==> src/rtl/ddrc_pkg.sv <==
// ----------------------------------------------------------------------------
// ddrc_pkg
// Shared widths, reset values and register indexes of the arcade drive mixer.
// ----------------------------------------------------------------------------
package ddrc_pkg;

	localparam int WIDTH_BITS_DEF = 12;
	localparam int SPEED_BITS_DEF = 8;

	localparam int ELEV_MID_RST  = 1450;
	localparam int RUDD_MID_RST  = 1450;
	localparam int FULL_DEFL_RST = 300;
	localparam int DEADBAND_RST  = 20;
	localparam int SPEED_LIM_RST = 255;
	localparam int FWD_POL_RST   = 1;

	localparam int CFG_IDX_BITS = 3;

	typedef enum logic [CFG_IDX_BITS-1:0] {
		CFG_ELEV_MID  = 3'd0,
		CFG_RUDD_MID  = 3'd1,
		CFG_FULL_DEFL = 3'd2,
		CFG_DEADBAND  = 3'd3,
		CFG_SPEED_LIM = 3'd4,
		CFG_FWD_POL   = 3'd5
	} cfg_reg_t;

endpackage

==> src/rtl/differential_drive_rc_mixer_top.sv <==
// ----------------------------------------------------------------------------
// differential_drive_rc_mixer_top
// Arcade drive mixer: centers elevator and rudder widths, mixes them into
// right and left motor speed and direction, and derives the gear switch.
// ----------------------------------------------------------------------------
// The block takes one input beat at a time. From the accepting edge it works
// through the states PREP, ABS, MUL, SAT, DIV and DONE, and takes a new beat
// only once it is back in IDLE. The length of that run comes from the
// scaling datapath: a bit-serial shift-add multiply by speed_limit and a
// restoring divide by full_deflection, each retiring one bit per cycle, with
// both motor sides worked in parallel lanes. A finished result sits in the
// output register, so the next input beat is taken while it waits for out_ready.
// Configuration writes take effect at once and are meant to be made while idle.
module differential_drive_rc_mixer_top
	import ddrc_pkg::*;
#(
	parameter int WIDTH_BITS = WIDTH_BITS_DEF,
	parameter int SPEED_BITS = SPEED_BITS_DEF
) (
	input  logic                    clk,
	input  logic                    arst_n,

	input  logic                    in_valid,
	output logic                    in_ready,
	input  logic [WIDTH_BITS-1:0]   elev_width,
	input  logic [WIDTH_BITS-1:0]   rudd_width,
	input  logic [WIDTH_BITS-1:0]   gear_width,
	input  logic                    update_enable,

	output logic                    out_valid,
	input  logic                    out_ready,
	output logic [SPEED_BITS-1:0]   right_speed,
	output logic [SPEED_BITS-1:0]   left_speed,
	output logic                    right_dir,
	output logic                    left_dir,
	output logic                    gear_switch,

	input  logic                    cfg_we,
	input  logic [CFG_IDX_BITS-1:0] cfg_index,
	input  logic [(WIDTH_BITS > SPEED_BITS ? WIDTH_BITS : SPEED_BITS)-1:0] cfg_data
);

	localparam int W  = WIDTH_BITS;
	localparam int S  = SPEED_BITS;
	localparam int MW = W + 2;          // signed mixed value
	localparam int PW = W + 1 + S;      // magnitude times limit
	localparam int CW = $clog2(S);

	typedef enum logic [2:0] {
		ST_IDLE,
		ST_PREP,
		ST_ABS,
		ST_MUL,
		ST_SAT,
		ST_DIV,
		ST_DONE
	} state_t;

	state_t state_q;
	logic [CW-1:0] cnt_q;

	// configuration
	logic [W-1:0] em_q, rm_q, fd_q, db_q;
	logic [S-1:0] lim_q;
	logic         pol_q;

	// captured input beat
	logic [W-1:0] e_q, r_q, g_q;
	logic         en_q;

	// lanes: 0 right, 1 left
	logic signed [MW-1:0] m_q     [2];
	logic        [W:0]    mag_q   [2];
	logic                 dir_q   [2];
	logic                 zero_q  [2];
	logic        [PW-1:0] acc_q   [2];
	logic                 sat_q   [2];
	logic        [W-1:0]  rem_q   [2];
	logic        [S-1:0]  low_q   [2];
	logic        [S-1:0]  quo_q   [2];
	logic        [S-1:0]  lim_sh_q;
	logic                 gsw_q;

	// held motor outputs
	logic [S-1:0] held_spd_q [2];
	logic         held_dir_q [2];

	logic [S-1:0] rs_q, ls_q;
	logic         rd_q, ld_q, gs_q, ov_q;

	// combinational datapath
	logic signed [MW-1:0] ele_d, rud_d;
	logic signed [MW-1:0] neg_m [2];
	logic        [W:0]    abs_d [2];
	logic                 big_d [2];
	logic        [PW-1:0] acc_nx [2];
	logic        [W:0]    r2_d  [2];
	logic                 ge_d  [2];
	logic        [W:0]    dif_d [2];
	logic        [S-1:0]  spd_d [2];
	logic                 load_out;

	assign ele_d = $signed({2'b00, e_q}) - $signed({2'b00, em_q});
	assign rud_d = $signed({2'b00, r_q}) - $signed({2'b00, rm_q});

	always_comb begin
		for (int i = 0; i < 2; i++) begin
			neg_m[i]  = -m_q[i];
			abs_d[i]  = m_q[i][MW-1] ? neg_m[i][W:0] : m_q[i][W:0];
			big_d[i]  = abs_d[i] > {1'b0, db_q};
			acc_nx[i] = {acc_q[i][PW-2:0], 1'b0}
				+ (lim_sh_q[S-1] ? PW'(mag_q[i]) : '0);
			// restoring divide: shift in the next dividend bit
			r2_d[i]   = {rem_q[i], low_q[i][S-1]};
			ge_d[i]   = r2_d[i] >= {1'b0, fd_q};
			dif_d[i]  = r2_d[i] - {1'b0, fd_q};
			if (zero_q[i]) begin
				spd_d[i] = '0;
			end else if (sat_q[i] || (quo_q[i] > lim_q)) begin
				spd_d[i] = lim_q;
			end else begin
				spd_d[i] = quo_q[i];
			end
		end
	end

	assign in_ready = (state_q == ST_IDLE);
	assign load_out = (state_q == ST_DONE) && (!ov_q || out_ready);

	// configuration registers
	always_ff @(posedge clk or negedge arst_n) begin
		if (!arst_n) begin
			em_q  <= W'(ELEV_MID_RST);
			rm_q  <= W'(RUDD_MID_RST);
			fd_q  <= W'(FULL_DEFL_RST);
			db_q  <= W'(DEADBAND_RST);
			lim_q <= S'(SPEED_LIM_RST);
			pol_q <= 1'(FWD_POL_RST);
		end else if (cfg_we) begin
			case (cfg_reg_t'(cfg_index))
				CFG_ELEV_MID:  em_q  <= cfg_data[W-1:0];
				CFG_RUDD_MID:  rm_q  <= cfg_data[W-1:0];
				CFG_FULL_DEFL: fd_q  <= cfg_data[W-1:0];
				CFG_DEADBAND:  db_q  <= cfg_data[W-1:0];
				CFG_SPEED_LIM: lim_q <= cfg_data[S-1:0];
				CFG_FWD_POL:   pol_q <= cfg_data[0];
				default: ;
			endcase
		end
	end

	// sequencer, held state and output register
	always_ff @(posedge clk or negedge arst_n) begin
		if (!arst_n) begin
			state_q <= ST_IDLE;
			cnt_q   <= '0;
			ov_q    <= 1'b0;
			rs_q    <= '0;
			ls_q    <= '0;
			rd_q    <= 1'b0;
			ld_q    <= 1'b0;
			gs_q    <= 1'b0;
			for (int i = 0; i < 2; i++) begin
				held_spd_q[i] <= '0;
				held_dir_q[i] <= 1'b0;
			end
		end else begin
			if (ov_q && out_ready && !load_out) begin
				ov_q <= 1'b0;
			end
			case (state_q)
				ST_IDLE: begin
					if (in_valid) begin
						state_q <= ST_PREP;
					end
				end
				ST_PREP: state_q <= ST_ABS;
				ST_ABS: begin
					cnt_q   <= CW'(S - 1);
					state_q <= ST_MUL;
				end
				ST_MUL: begin
					cnt_q <= cnt_q - 1'b1;
					if (cnt_q == '0) begin
						state_q <= ST_SAT;
					end
				end
				ST_SAT: begin
					cnt_q   <= CW'(S - 1);
					state_q <= ST_DIV;
				end
				ST_DIV: begin
					cnt_q <= cnt_q - 1'b1;
					if (cnt_q == '0) begin
						state_q <= ST_DONE;
					end
				end
				ST_DONE: begin
					if (load_out) begin
						if (en_q) begin
							for (int i = 0; i < 2; i++) begin
								held_spd_q[i] <= spd_d[i];
								held_dir_q[i] <= dir_q[i];
							end
							rs_q <= spd_d[0];
							ls_q <= spd_d[1];
							rd_q <= dir_q[0];
							ld_q <= dir_q[1];
						end else begin
							rs_q <= held_spd_q[0];
							ls_q <= held_spd_q[1];
							rd_q <= held_dir_q[0];
							ld_q <= held_dir_q[1];
						end
						gs_q    <= gsw_q;
						ov_q    <= 1'b1;
						state_q <= ST_IDLE;
					end
				end
				default: state_q <= ST_IDLE;
			endcase
		end
	end

	// datapath registers
	always_ff @(posedge clk) begin
		if (in_valid && in_ready) begin
			e_q  <= elev_width;
			r_q  <= rudd_width;
			g_q  <= gear_width;
			en_q <= update_enable;
		end
		case (state_q)
			ST_PREP: begin
				m_q[0]   <= ele_d + rud_d;
				m_q[1]   <= ele_d - rud_d;
				gsw_q    <= g_q > em_q;
				lim_sh_q <= lim_q;
			end
			ST_ABS: begin
				for (int i = 0; i < 2; i++) begin
					// inside the deadband: zero speed, forward
					mag_q[i]  <= big_d[i] ? abs_d[i] : '0;
					zero_q[i] <= !big_d[i] || (abs_d[i] == '0);
					dir_q[i]  <= (big_d[i] && m_q[i][MW-1]) ? !pol_q : pol_q;
					acc_q[i]  <= '0;
				end
			end
			ST_MUL: begin
				for (int i = 0; i < 2; i++) begin
					acc_q[i] <= acc_nx[i];
				end
				lim_sh_q <= {lim_sh_q[S-2:0], 1'b0};
			end
			ST_SAT: begin
				for (int i = 0; i < 2; i++) begin
					// quotient of S+1 bits or more always saturates
					sat_q[i] <= acc_q[i][PW-1:S] >= {1'b0, fd_q};
					rem_q[i] <= acc_q[i][S+W-1:S];
					low_q[i] <= acc_q[i][S-1:0];
					quo_q[i] <= '0;
				end
			end
			ST_DIV: begin
				for (int i = 0; i < 2; i++) begin
					rem_q[i] <= ge_d[i] ? dif_d[i][W-1:0] : r2_d[i][W-1:0];
					low_q[i] <= {low_q[i][S-2:0], 1'b0};
					quo_q[i] <= {quo_q[i][S-2:0], ge_d[i]};
				end
			end
			default: ;
		endcase
	end

	assign out_valid   = ov_q;
	assign right_speed = rs_q;
	assign left_speed  = ls_q;
	assign right_dir   = rd_q;
	assign left_dir    = ld_q;
	assign gear_switch = gs_q;

endmodule

==> config.mk <==
export PLATFORM = sky130hd
export DESIGN_NAME = differential_drive_rc_mixer_top
export DESIGN_NICKNAME = d
export VERILOG_FILES = /design/src/rtl/ddrc_pkg.sv /design/src/rtl/differential_drive_rc_mixer_top.sv
export SDC_FILE = /design/constraint.sdc
export NUM_CORES = 1
export LEC_CHECK = 0
export ABC_CLOCK_PERIOD_IN_PS = 6150
export BUFFER_PORTS_ARGS = -buffer_cell sky130_fd_sc_hd__buf_2
export CAP_MARGIN = 10
export CORE_MARGIN = 4
export CORE_UTILIZATION = 55
export DETAILED_ROUTE_END_ITERATION = 10
export PLACE_DENSITY = 0.72
export SLEW_MARGIN = 10
export SYNTH_ARGS = -nofsm -noshare
export SYNTH_HDL_FRONTEND = slang
export SYNTH_SLANG_ARGS = --single-unit
export TNS_END_PERCENT = 1
==> constraint.sdc <==
create_clock -name clk -period 6.15 [get_ports clk]
set_clock_uncertainty 0.05 [all_clocks]
set_input_delay 1.23 -clock clk [delete_from_list [all_inputs] [get_ports clk]]
set_output_delay 1.23 -clock clk [all_outputs]
set_load 0.01 [all_outputs]
==> load_flow_metrics.sql, run 1 <==
INSERT INTO impl_metrics (metric_group, metric, value, unit) VALUES
('run_status', 'run_status', 'finished, final reports clean', ''),
('logic_synthesis', 'ys_ff_latch', '304', ''),
('logic_synthesis', 'syn_inst', '1806', ''),
('hold_path', 'worst_hold_path_type', 'flop to flop', ''),
('power_and_ir_drop', 'pwr_density_cell', '498.3', 'mW/mm^2'),
('setup_path', 'cp-end-kind', 'flop', ''),
('setup_path', 'timing.critical_path.cells', 'inv_1, ha_1, nor2b_1, o31a_1, nor4_1, nor3_1, a2111oi_0, xnor2_1, ha_1, and4_1, a221o_1, o41a_1, xnor2_1', ''),
('final_layout', 'layout-drive-gt1-share', '11.22', '%'),
('detailed_routing', 'via_count', '13507', ''),
('final_layout', 'final_nets', '2122', ''),
('power_and_ir_drop', 'post_layout_total_power', '10.20', 'mW'),
('timing', 'totalNegativeSetupSlack', '0', 'ns'),
('clock_tree', 'insertion_delay', '0.51', 'ns'),
('detailed_routing', 'drt-total-wl', '41790', 'um'),
('timing', 'timing.final.setup_violations', '0', ''),
('timing', 'grt_setup_unrepaired', 'false', ''),
('timing', 'period_needed', '4.170', 'ns'),
('logic_synthesis', 'synthArstFlopShare', '33.22', '%'),
('setup_path', 'critical-path-slowest-cell', 'a2111oi_0', ''),
('clock_tree', 'cts.root.buffer_cell', 'clkbuf_16', ''),
('die', 'initial_utilization', '56.24', '%'),
('clock_tree', 'cts.reportedPaths.clkPinSlew', '0.06', 'ns'),
('setup_path', 'worstPathMaxFanout', '8', ''),
('place', 'post-place-ws', '1.962', 'ns'),
('logic_synthesis', 'syn_avg_cell_area', '10.21', 'sq um'),
('detailed_routing', 'post_drt_wl_per_cell', '17.79', 'um'),
('logic_synthesis', 'synth_top_cell_by_area', 'edfxtp_1', ''),
('logic_synthesis', 'yosysWarningCount', '0', ''),
('clock_tree', 'cts.htree.levels', '2', ''),
('clock_tree', 'hold_buffers', '0', ''),
('timing', 'timing_hold_violations_final', '0', ''),
('logic_synthesis', 'synthesized_net_count', '2048', ''),
('setup_path', 'cp_slowest_stage_delay', '0.64', 'ns'),
('setup_path', 'worst-endpoint-arrival', '4.38', 'ns'),
('die', 'ios', '78', ''),
('timing', 'timing.final.max_slew_violations', '0', ''),
('global_route', 'grt_first_pass_wirelength', '69170', 'um'),
('logic_synthesis', 'netlist_area', '0.01844', 'sq mm'),
('logic_synthesis', 'cell_types_with_the_largest_area_share_after_synthesis', 'edfxtp_1 (33%), ha_1 (12%), dfrtp_1 (10%)', ''),
('detailed_routing', 'detailedRoute.firstPassIterationCount', '5', ''),
('die', 'die_h', '191.1', 'um'),
('timing', 'slew_headroom', '21.68', '%'),
('logic_synthesis', 'synth-compound-area-share', '13.83', '%'),
('place', 'placed_area', '0.01930', 'sq mm'),
('logic_synthesis', 'combinational_family_with_the_most_area_after_synthesis', 'simple AND/OR/NAND/NOR gates', ''),
('clock_tree', 'clock_tree.buffer_depth', '3', ''),
('clock_tree', 'cts_sinks', '304', ''),
('power_and_ir_drop', 'p_leak', '8.567', 'nW'),
('final_layout', 'flow.area_growth_from_synthesis', '10.99', '%'),
('detailed_routing', 'ant_nets', '0', ''),
('logic_synthesis', 'synth_adder_area_share', '12.88', '%'),
('power_and_ir_drop', 'irDropWorstVdd', '0.3074', 'mV'),
('global_route', 'grt_antenna_before_repair', '3', ''),
('clock_tree', 'postCtsSetupBuffers', '0', ''),
('place', 'io_buffer_count', '77', ''),
('logic_synthesis', 'post_synth_num_cell_types', '68', ''),
('timing', 'worst-slew-pin-transition', '1.172', 'ns'),
('place', 'dpl.hpwl', '30860', 'um'),
('global_route', 'groute.usage.overall', '23.44', '%'),
('die', 'die_area', '0.03651', 'sq mm'),
('logic_synthesis', 'synth-main-ff-cell', 'edfxtp_1', ''),
('logic_synthesis', 'synthMuxAreaShare', '2.423', '%'),
('global_route', 'grt_start_max_net_pins', '62', ''),
('logic_synthesis', 'simple_gate_share_of_the_synthesized_area', '15.65', '%'),
('die', 'die_width', '191.1', 'um'),
('final_layout', 'n_antenna_cell', '0', ''),
('die', 'core_area', '0.03278', 'sq mm'),
('logic_synthesis', 'synth_xor_xnor_area_share', '4.751', '%'),
('clock_tree', 'number_of_clock_buffers_inserted_by_tritoncts', '35', ''),
('final_layout', 'final_area', '0.02046', 'sq mm'),
('setup_path', 'required', '6.36', 'ns');
-- flip-flops by register name (all words and copies together) (netlist names), 16 cells and up --
register,cells
held_spd_q,16
rem_q,24
low_q,16
mag_q,26
m_q,27
acc_q,42
quo_q,16
-- synthesized netlist by cell type, drive strengths merged, types with 34 or more instances --
cell,number
and2,58
nor2,136
ha,177
o21ai,163
edfxtp,203
nor3,34
inv,121
xor2,42
dfrtp,74
xnor2,58
a21oi,118
nand2,173
clkbuf,49
-- through the flow --
step           hold slack (ns)  std cells
5_1_grt                 0.4395       2349
3_3_place_gp            0.4031       2285
6_report                0.4215       2349
4_1_cts                 0.4250       2349
2_1_floorplan           0.3919       1806
3_5_place_dp            0.4123       2285
-- cells in the final DEF, fill, tap and decap left out, drive strengths merged, types with 7 or more instances in the layout --
master and count:
a211oi 9, a21boi 8, a21o 26, a21oi 118, a31oi 12, and2 58, and3 15, and4 8
buf 88, clkbuf 56, dfrtp 74, dfstp 27, edfxtp 203, fa 8, ha 177, inv 125
mux2 21, mux2i 21, nand2 173, nand2b 23, nand3 23, nand4 19, nor2 136, nor2b 25
nor3 34, nor3b 23, nor4 8, o21a 19, o21ai 163, o31a 7, o31ai 20, o41ai 7
or2 7, or3 12, xnor2 58, xor2 42
-- report_power, final --
| part | switching (mW) | internal (mW) | leakage [nW] |
|---|---|---|---|
| sequential | 0.413 | 3.13 | 3.17 |
| combinational | 2.70 | 1.90 | 4.83 |
| clock | 0.813 | 1.24 | 0.563 |
-- worst register-to-register path, delay by kind of cell, from the launching register on --
family / cells / cell delay, ns
AOI/OAI and AO/OA: 4 / 1.57
buffers and inverters: 1 / 0.05
and+or+nand+nor: 4 / 0.69
DFF: 1 / 0.54
adders and majority gates: 2 / 0.69
xor gates and xnor gates: 2 / 0.32
-- path summary, 6_finish.rpt --
path	start	endpoint	slack (ns)	depth (start not counted)
setup / recovery	rm_q[1]	m_q[0][12]	1.98	13
hold / removal	held_spd_q[2]	held_spd_q[2]	0.42	2
setup reg to reg	rm_q[1]	m_q[0][12]	1.98	13
hold reg to reg	held_spd_q[2]	held_spd_q[2]	0.42	2
max in group asynchronous	arst_n	held_spd_q[6]	4.16	2
min in group asynchronous	arst_n	em_q[4]	0.66	1
-- routing by layer --
layer | GRT usage, % | vias to the layer above | wire, um
li1 | - | 6625 | -
met4 | 8.453 | 0 | 1566
met3 | 3.616 | 91 | 1961
met2 | 40.35 | 308 | 20140
met1 | 30.22 | 6483 | 18130
met5 | 0 | - | 0
-- cell type report --
class	count	area [sq um]
sequential	304	8657
clock buffer	56	1067
fill	2706	12320
inverter	121	454.2
multi-input combinational	1330	9176
clock inverter	8	83.83
tap	442	553.0
timing repair buffer	88	470.5
-- logic make-up after synthesis --
logic type | after synthesis
buffers and inverters | 172
XOR/XNOR | 100
adder cells (fa/ha/maj) | 185
flip-flops | 304
AO/OA/AOI/OAI | 423
AND/OR/NAND/NOR | 580
multiplexers | 42
No activity file was read; power rests on OpenSTA's default activity.
==> run 2, diff against run 1 <==
Settings changed: ABC_CLOCK_PERIOD_IN_PS 6150 to 4300.
Clock period 6.15 ns to 4.3 ns, I/O delays scaled along.
==> run 2 against run 1 <==
Critical path depth increased by 1. Flip-flop and latch count unchanged. Die area unchanged. Maximum frequency increased by 4.1%. Utilization about the same. Combinational power increased by 45%. Setup slack got worse by 1.7 ns. Critical path type unchanged. Largest cell class unchanged. Largest power group unchanged.
==> load_flow_metrics.sql, run 2 (synthesized netlist as in run 1, its figures left out) <==
INSERT INTO impl_metrics (metric_group, metric, value, unit) VALUES
('setup_path', 'cp_slowest_stage_delay', '0.55', 'ns'),
('final_layout', 'nFillCells', '2701', ''),
('final_layout', 'final_nets', '2129', ''),
('power_and_ir_drop', 'irDropWorstVdd', '0.3967', 'mV'),
('place', 'dpl.hpwl', '31650', 'um'),
('setup_path', 'required', '4.50', 'ns'),
('clock_tree', 'cts_sinks', '304', ''),
('die', 'die_area', '0.03651', 'sq mm'),
('final_layout', 'layout-drive-gt1-share', '11.87', '%'),
('power_and_ir_drop', 'p_leak', '8.580', 'nW'),
('timing', 'finalCritPeriodShare', '93.21', '%'),
('detailed_routing', 'drc', '0', ''),
('setup_path', 'worstReg2RegStart', 'em_q[1]', ''),
('detailed_routing', 'post_drt_wl_per_cell', '18.17', 'um'),
('setup_path', 'cp.buffers_inverters', '1', ''),
('die', 'ios', '78', ''),
('clock_tree', 'cts.root.buffer_cell', 'clkbuf_16', ''),
('job', 'max_cap_viol_count', '0', ''),
('timing', 'grt_setup_unrepaired', 'false', ''),
('timing', 'totalNegativeSetupSlack', '0', 'ns'),
('hold_path', 'worst_hold_path_type', 'input port to async pin', ''),
('global_route', 'grt_remaining_overflow', '0', ''),
('run_status', 'run_status', 'finished, final reports clean', ''),
('place', 'finalWeightedCongestion', '0.8963', ''),
('setup_path', 'timing.critical_path.cells', 'inv_1, ha_1, nor2b_1, o21ai_0, a21boi_0, nor4_1, o31ai_1, nor2_1, xnor2_1, ha_1, and4_1, a221o_1, o41a_1, xnor2_1', ''),
('die', 'core_area', '0.03278', 'sq mm'),
('setup_path', 'critical-path-slowest-cell', 'dfstp_2', ''),
('timing', 'slew_headroom', '33.23', '%'),
('final_layout', 'number_of_flip_flops_under_the_largest_register_name', '42', ''),
('setup_path', 'cp-end-kind', 'flop', ''),
('clock_tree', 'insertion_delay', '0.52', 'ns'),
('timing', 'worst-slew-pin-transition', '0.9978', 'ns'),
('final_layout', 'mostFrequentLayoutCells', 'edfxtp_1 (203), ha_1 (177), nand2_1 (172)', ''),
('global_route', 'grt_first_pass_wirelength', '69700', 'um'),
('global_route', 'groute.usage.overall', '23.84', '%'),
('die', 'std_cell_rows', '66', ''),
('place', 'io_buffer_count', '77', ''),
('setup_path', 'crit_type', 'flop to flop', ''),
('global_route', 'number_of_global_route_vias_before_repair', '13654', ''),
('timing', 'timing_hold_violations_final', '0', ''),
('detailed_routing', 'ant_nets', '0', ''),
('timing', 'postLayoutSetupSlackWorst', '0.2922', 'ns'),
('timing', 'timing.final.setup_violations', '0', ''),
('setup_path', 'timing.reg2reg.worst_path_depth', '14', ''),
('power_and_ir_drop', 'pwr_density_cell', '710.6', 'mW/mm^2'),
('detailed_routing', 'vias_per_cell', '5.729', ''),
('clock_tree', 'clock_tree.buffer_depth', '3', ''),
('setup_path', 'reg2reg_slack', '0.29', 'ns'),
('clock_tree', 'number_of_clock_buffers_inserted_by_tritoncts', '35', ''),
('final_layout', 'largest_registers_ranked_by_flip_flop_count', 'acc_q x42, m_q x27, mag_q x26', ''),
('setup_path', 'crit_start', 'em_q[1]', ''),
('clock_tree', 'cts.htree.levels', '2', ''),
('final_layout', 'top_register_by_number_of_flip_flops', 'acc_q', ''),
('detailed_routing', 'detailedRoute.firstPassIterationCount', '7', ''),
('place', 'post-place-ws', '0.2066', 'ns'),
('global_route', 'grt_start_max_net_pins', '58', ''),
('timing', 'max_freq', '249.5', 'MHz'),
('global_route', 'grt_antenna_before_repair', '2', ''),
('die', 'die_h', '191.1', 'um'),
('setup_path', 'worstPathMaxFanout', '8', ''),
('timing', 'period_needed', '4.008', 'ns'),
('setup_path', 'cp-start-kind', 'flop', ''),
('setup_path', 'r2r-end', 'm_q[0][12]', ''),
('final_layout', 'n_antenna_cell', '0', ''),
('die', 'initial_utilization', '56.24', '%'),
('detailed_routing', 'via_count', '13492', ''),
('final_layout', 'flow.area_growth_from_synthesis', '11.01', '%'),
('setup_path', 'critical_path.top_delay_family', 'compound AO/OA/AOI/OAI gates', ''),
('die', 'die_width', '191.1', 'um'),
('clock_tree', 'cts_tree', 'done', ''),
('clock_tree', 'cts.reportedPaths.clkPinSlew', '0.06', 'ns'),
('detailed_routing', 'drt-total-wl', '42800', 'um'),
('final_layout', 'most_common_cell_after_layout_fill_and_taps_aside', 'edfxtp_1', ''),
('detailed_routing', 'drt-initial-drc-count', '945', ''),
('setup_path', 'worst-endpoint-arrival', '4.21', 'ns'),
('timing', 'timing.final.max_slew_violations', '0', '');
[run 2: cell types whose count changed in the layout (fill, tap and decap cells not counted), sizes merged]
cell	delta
bufinv	-1
clkinvlp	+1
clkinv	+6
clkbuf	-7
buf	+7
[run 2: worst max path at each step]
stage                       to  slack, ns  cells past startpoint
CTS                 m_q[0][12]       0.17                     14
floorplan           m_q[0][12]       0.35                     14
detailed placement  m_q[0][12]       0.21                     14
finish              m_q[0][12]       0.29                     14
global route        m_q[0][12]       0.07                     14
global placement    m_q[0][12]       0.24                     14
[run 2: power breakdown]
group	total (mW)	internal, mW	switching (mW)
clock	2.83	1.63	1.20
combinational	6.65	2.75	3.91
sequential	5.06	4.48	0.585
total	14.5	8.85	5.69
[run 2: metal layers]
layer	global-route usage [%]	up-vias	share of wire [%]
li1	-	6647	-
met1	31.02	6491	44
met2	42.54	285	50
met3	2.630	69	3.9
met4	6.436	0	2.4
met5	0	-	0
[run 2: layout make-up]
type | count | area, sq um | share of cell area (%)
clock buffer | 49 | 989.7 | 4.836
clock inverter | 14 | 97.59 | 0.4768
timing repair buffer | 95 | 535.5 | 2.616
multi-input combinational | 1330 | 9180 | 44.85
tap | 442 | 553.0 | 2.702
sequential | 304 | 8657 | 42.30
inverter | 121 | 454.2 | 2.219
[run 2: timing repair]
| item | CTS | global route |
|---|---|---|
| buffers inserted | 0 | 0 |
| resized for setup | 0 | 2 |
| endpoints found under the setup margin | 0 | 3 |
| hold buffers | 0 | 0 |
[run 2: stage by stage]
step	util, %	cells	total power, mW	instance area [sq um]	hold WS, ns
6_report	62.43	2355	14.54	20470	0.3090
5_1_grt	62.43	2355	15.70	20470	0.3418
4_1_cts	62.40	2355	14.57	20460	0.3103
3_5_place_dp	59.08	2292	11.69	19370	0.4139
3_3_place_gp	59.08	2292	11.44	19370	0.4039
2_1_floorplan	-	1806	9.927	18440	0.3919
==> run 3, diff against run 2 <==
Settings changed: CELL_PAD_IN_SITES_DETAIL_PLACEMENT from default to 0, CELL_PAD_IN_SITES_GLOBAL_PLACEMENT from default to 2, CORE_UTILIZATION 55 to 41, PLACE_DENSITY 0.72 to default, PLACE_DENSITY_LB_ADDON from default to 0.1.
==> run 3 against run 2 <==
Worst hold slack got worse by 0.18 ns. Critical path depth decreased by 1. Critical path type unchanged. Critical endpoint unchanged. Via count decreased by 1.4%. Largest cell class unchanged. Die area increased by 33%.
==> load_flow_metrics.sql, run 3 (synthesized netlist as in run 1, its figures left out) <==
INSERT INTO impl_metrics (metric_group, metric, value, unit) VALUES
('clock_tree', 'insertion_delay', '0.56', 'ns'),
('timing', 'timing_hold_violations_final', '0', ''),
('job', 'max_cap_viol_count', '0', ''),
('final_layout', 'final_area', '0.02082', 'sq mm'),
('clock_tree', 'postCtsSetupBuffers', '0', ''),
('detailed_routing', 'drt-total-wl', '47230', 'um'),
('timing', 'period_needed', '3.973', 'ns'),
('timing', 'finalCritPeriodShare', '92.39', '%'),
('detailed_routing', 'post_drt_wl_per_cell', '18.79', 'um'),
('power_and_ir_drop', 'part_of_the_total_power_dissipated_in_combinational_logic', '45.1', '%'),
('final_layout', 'nFillCells', '4200', ''),
('clock_tree', 'cts.reportedPaths.clkPinSlew', '0.06', 'ns'),
('final_layout', 'flow.area_growth_from_synthesis', '12.92', '%'),
('global_route', 'groute.usage.overall', '20.05', '%'),
('timing', 'timing.final.setup_violations', '0', ''),
('setup_path', 'worst-endpoint-arrival', '4.21', 'ns'),
('final_layout', 'final_nets', '2134', ''),
('place', 'post-place-cells', '2445', ''),
('power_and_ir_drop', 'power.switching', '5.817', 'mW'),
('detailed_routing', 'ant_nets', '0', ''),
('global_route', 'grt_first_pass_wirelength', '75410', 'um'),
('global_route', 'grt_antenna_before_repair', '1', ''),
('setup_path', 'crit_type', 'flop to flop', ''),
('final_layout', 'mostFrequentLayoutCells', 'edfxtp_1 (203), ha_1 (176), nand2_1 (173)', ''),
('clock_tree', 'clock_tree.buffer_depth', '3', ''),
('power_and_ir_drop', 'power_switching_share', '39.03', '%'),
('final_layout', 'final_cell_count_no_fill', '2513', ''),
('final_layout', 'largest_registers_ranked_by_flip_flop_count', 'acc_q x42, m_q x27, mag_q x26', ''),
('final_layout', 'top_register_by_number_of_flip_flops', 'acc_q', ''),
('clock_tree', 'cts_tree', 'done', ''),
('setup_path', 'cp-start-kind', 'flop', ''),
('timing', 'hold_ws', '0.1294', 'ns'),
('power_and_ir_drop', 'internal_power', '9.087', 'mW'),
('power_and_ir_drop', 'power.share.sequential', '34.0', '%'),
('power_and_ir_drop', 'pwr_density_cell', '715.9', 'mW/mm^2'),
('detailed_routing', 'drt-initial-drc-count', '728', ''),
('place', 'finalWeightedCongestion', '0.8566', ''),
('place', 'dpl.hpwl', '35070', 'um'),
('detailed_routing', 'drc', '0', ''),
('die', 'die_width', '220.1', 'um'),
('die', 'std_cell_rows', '77', ''),
('die', 'die_h', '220.1', 'um'),
('die', 'ios', '78', ''),
('clock_tree', 'number_of_clock_buffers_inserted_by_tritoncts', '37', ''),
('timing', 'grt_setup_unrepaired', 'false', ''),
('die', 'initial_utilization', '41.60', '%'),
('setup_path', 'required', '4.54', 'ns'),
('timing', 'totalNegativeSetupSlack', '0', 'ns'),
('die', 'die_area', '0.04842', 'sq mm'),
('hold_path', 'worst_hold_path_type', 'input port to async pin', ''),
('final_layout', 'layout-drive-gt1-share', '12.03', '%'),
('detailed_routing', 'via_count', '13307', ''),
('place', 'io_buffer_count', '77', ''),
('global_route', 'number_of_global_route_vias_before_repair', '13400', ''),
('setup_path', 'cp-end-kind', 'flop', ''),
('run_status', 'run_status', 'finished, final reports clean', ''),
('setup_path', 'timing.critical_path.cells', 'ha_1, fa_1, nand2b_1, a21boi_0, o21ai_0, a21oi_1, a21oi_1, xnor2_1, ha_1, and4_1, a221o_1, o41a_1, xnor2_1', ''),
('final_layout', 'number_of_flip_flops_under_the_largest_register_name', '42', ''),
('detailed_routing', 'vias_per_cell', '5.295', ''),
('global_route', 'grt_remaining_overflow', '0', ''),
('timing', 'timing.final.max_slew_violations', '0', ''),
('setup_path', 'critical-path-slowest-cell', 'dfrtp_1', ''),
('final_layout', 'final_core_area_utilization', '46.98', '%'),
('setup_path', 'cp.buffers_inverters', '0', ''),
('power_and_ir_drop', 'p_leak', '8.651', 'nW'),
('timing', 'worst-slew-pin-transition', '1.067', 'ns'),
('global_route', 'grt_start_max_net_pins', '86', ''),
('setup_path', 'critical_path.top_delay_family', 'compound AO/OA/AOI/OAI gates', ''),
('power_and_ir_drop', 'irDropWorstVdd', '0.4337', 'mV'),
('detailed_routing', 'detailedRoute.firstPassIterationCount', '5', ''),
('clock_tree', 'cts_sinks', '304', ''),
('setup_path', 'cp_slowest_stage_delay', '0.40', 'ns'),
('place', 'placed_area', '0.01959', 'sq mm'),
('clock_tree', 'cts.root.buffer_cell', 'clkbuf_16', ''),
('setup_path', 'worstPathMaxFanout', '8', ''),
('final_layout', 'most_common_cell_after_layout_fill_and_taps_aside', 'edfxtp_1', ''),
('power_and_ir_drop', 'clock_power_share', '21.0', '%'),
('die', 'core_area', '0.04432', 'sq mm'),
('timing', 'max_freq', '251.7', 'MHz'),
('clock_tree', 'cts.htree.levels', '2', ''),
('timing', 'slew_headroom', '28.68', '%');
## run 3: cell count changes in the layout (fill, tap and decap cells not counted), moves of 2 or more
cell and delta:
buf_4 +2, clkbuf_1 +3, clkbuf_16 +3, inv_4 -2
clkinv_2 -2, bufinv_16 +2
## run 3: worst reg2reg max path, stage by stage (launching register included)
cell	delay [ns]
dfrtp_1	0.40
ha_1	0.24
fa_1	0.40
nand2b_1	0.16
a21boi_0	0.22
o21ai_0	0.15
a21oi_1	0.21
a21oi_1	0.11
xnor2_1	0.34
ha_1	0.39
and4_1	0.22
a221o_1	0.34
o41a_1	0.33
xnor2_1	0.13
## run 3: cell type report
type,instances,area (sq um),area share (%)
multi-input combinational,1330,9185,44.12
sequential,304,8657,41.58
clock buffer,54,1062,5.102
tap,592,740.7,3.558
timing repair buffer,98,570.5,2.741
inverter,121,454.2,2.182
clock inverter,13,146.4,0.7032
antenna,1,2.502,0.01202
## run 3: worst paths after layout
kind | startpoint | end | slack (ns) | depth (start not counted)
min in group clk | update_enable | en_q | 0.42 | 1
max in group asynchronous | arst_n | fd_q[8] | 3.28 | 2
worst min register to register | held_spd_q[0] | held_spd_q[0] | 0.42 | 2
worst min-delay path | arst_n | em_q[9] | 0.13 | 1
worst max-delay path | em_q[0] | m_q[0][12] | 0.33 | 13
worst max register to register | em_q[0] | m_q[0][12] | 0.33 | 13
## run 3: per-stage QoR
| stage | power (mW) | setup WS [ns] |
|---|---|---|
| 3_5_place_dp | 11.89 | 0.1702 |
| 4_1_cts | 15.08 | 0.1254 |
| 6_report | 14.90 | 0.3271 |
| 2_1_floorplan | 9.927 | 0.3484 |
| 5_1_grt | 16.17 | 0.02549 |
| 3_3_place_gp | 11.78 | 0.2014 |
## run 3: power groups by stage
| stage | logic [mW] | registers (mW) | clock network [mW] |
|---|---|---|---|
| floorplan | 5.02 | 4.91 | 0 |
| global placement | 6.66 | 5.12 | 0 |
| detailed placement | 6.75 | 5.13 | 0 |
| CTS | 6.80 | 5.08 | 3.20 |
| global route | 7.67 | 5.18 | 3.33 |
| finish | 6.72 | 5.06 | 3.12 |
## run 3: what timing repair did
item	CTS	global route
hold buffers	0	0
gates resized for setup	0	5
endpoints found under the setup margin	0	1
## run 3: layer usage
metal,share of wire (%),GRT usage [%]
met2,47,33.67
met4,3.6,7.557
met3,3.1,2.427
met1,46,26.65
met5,0,0
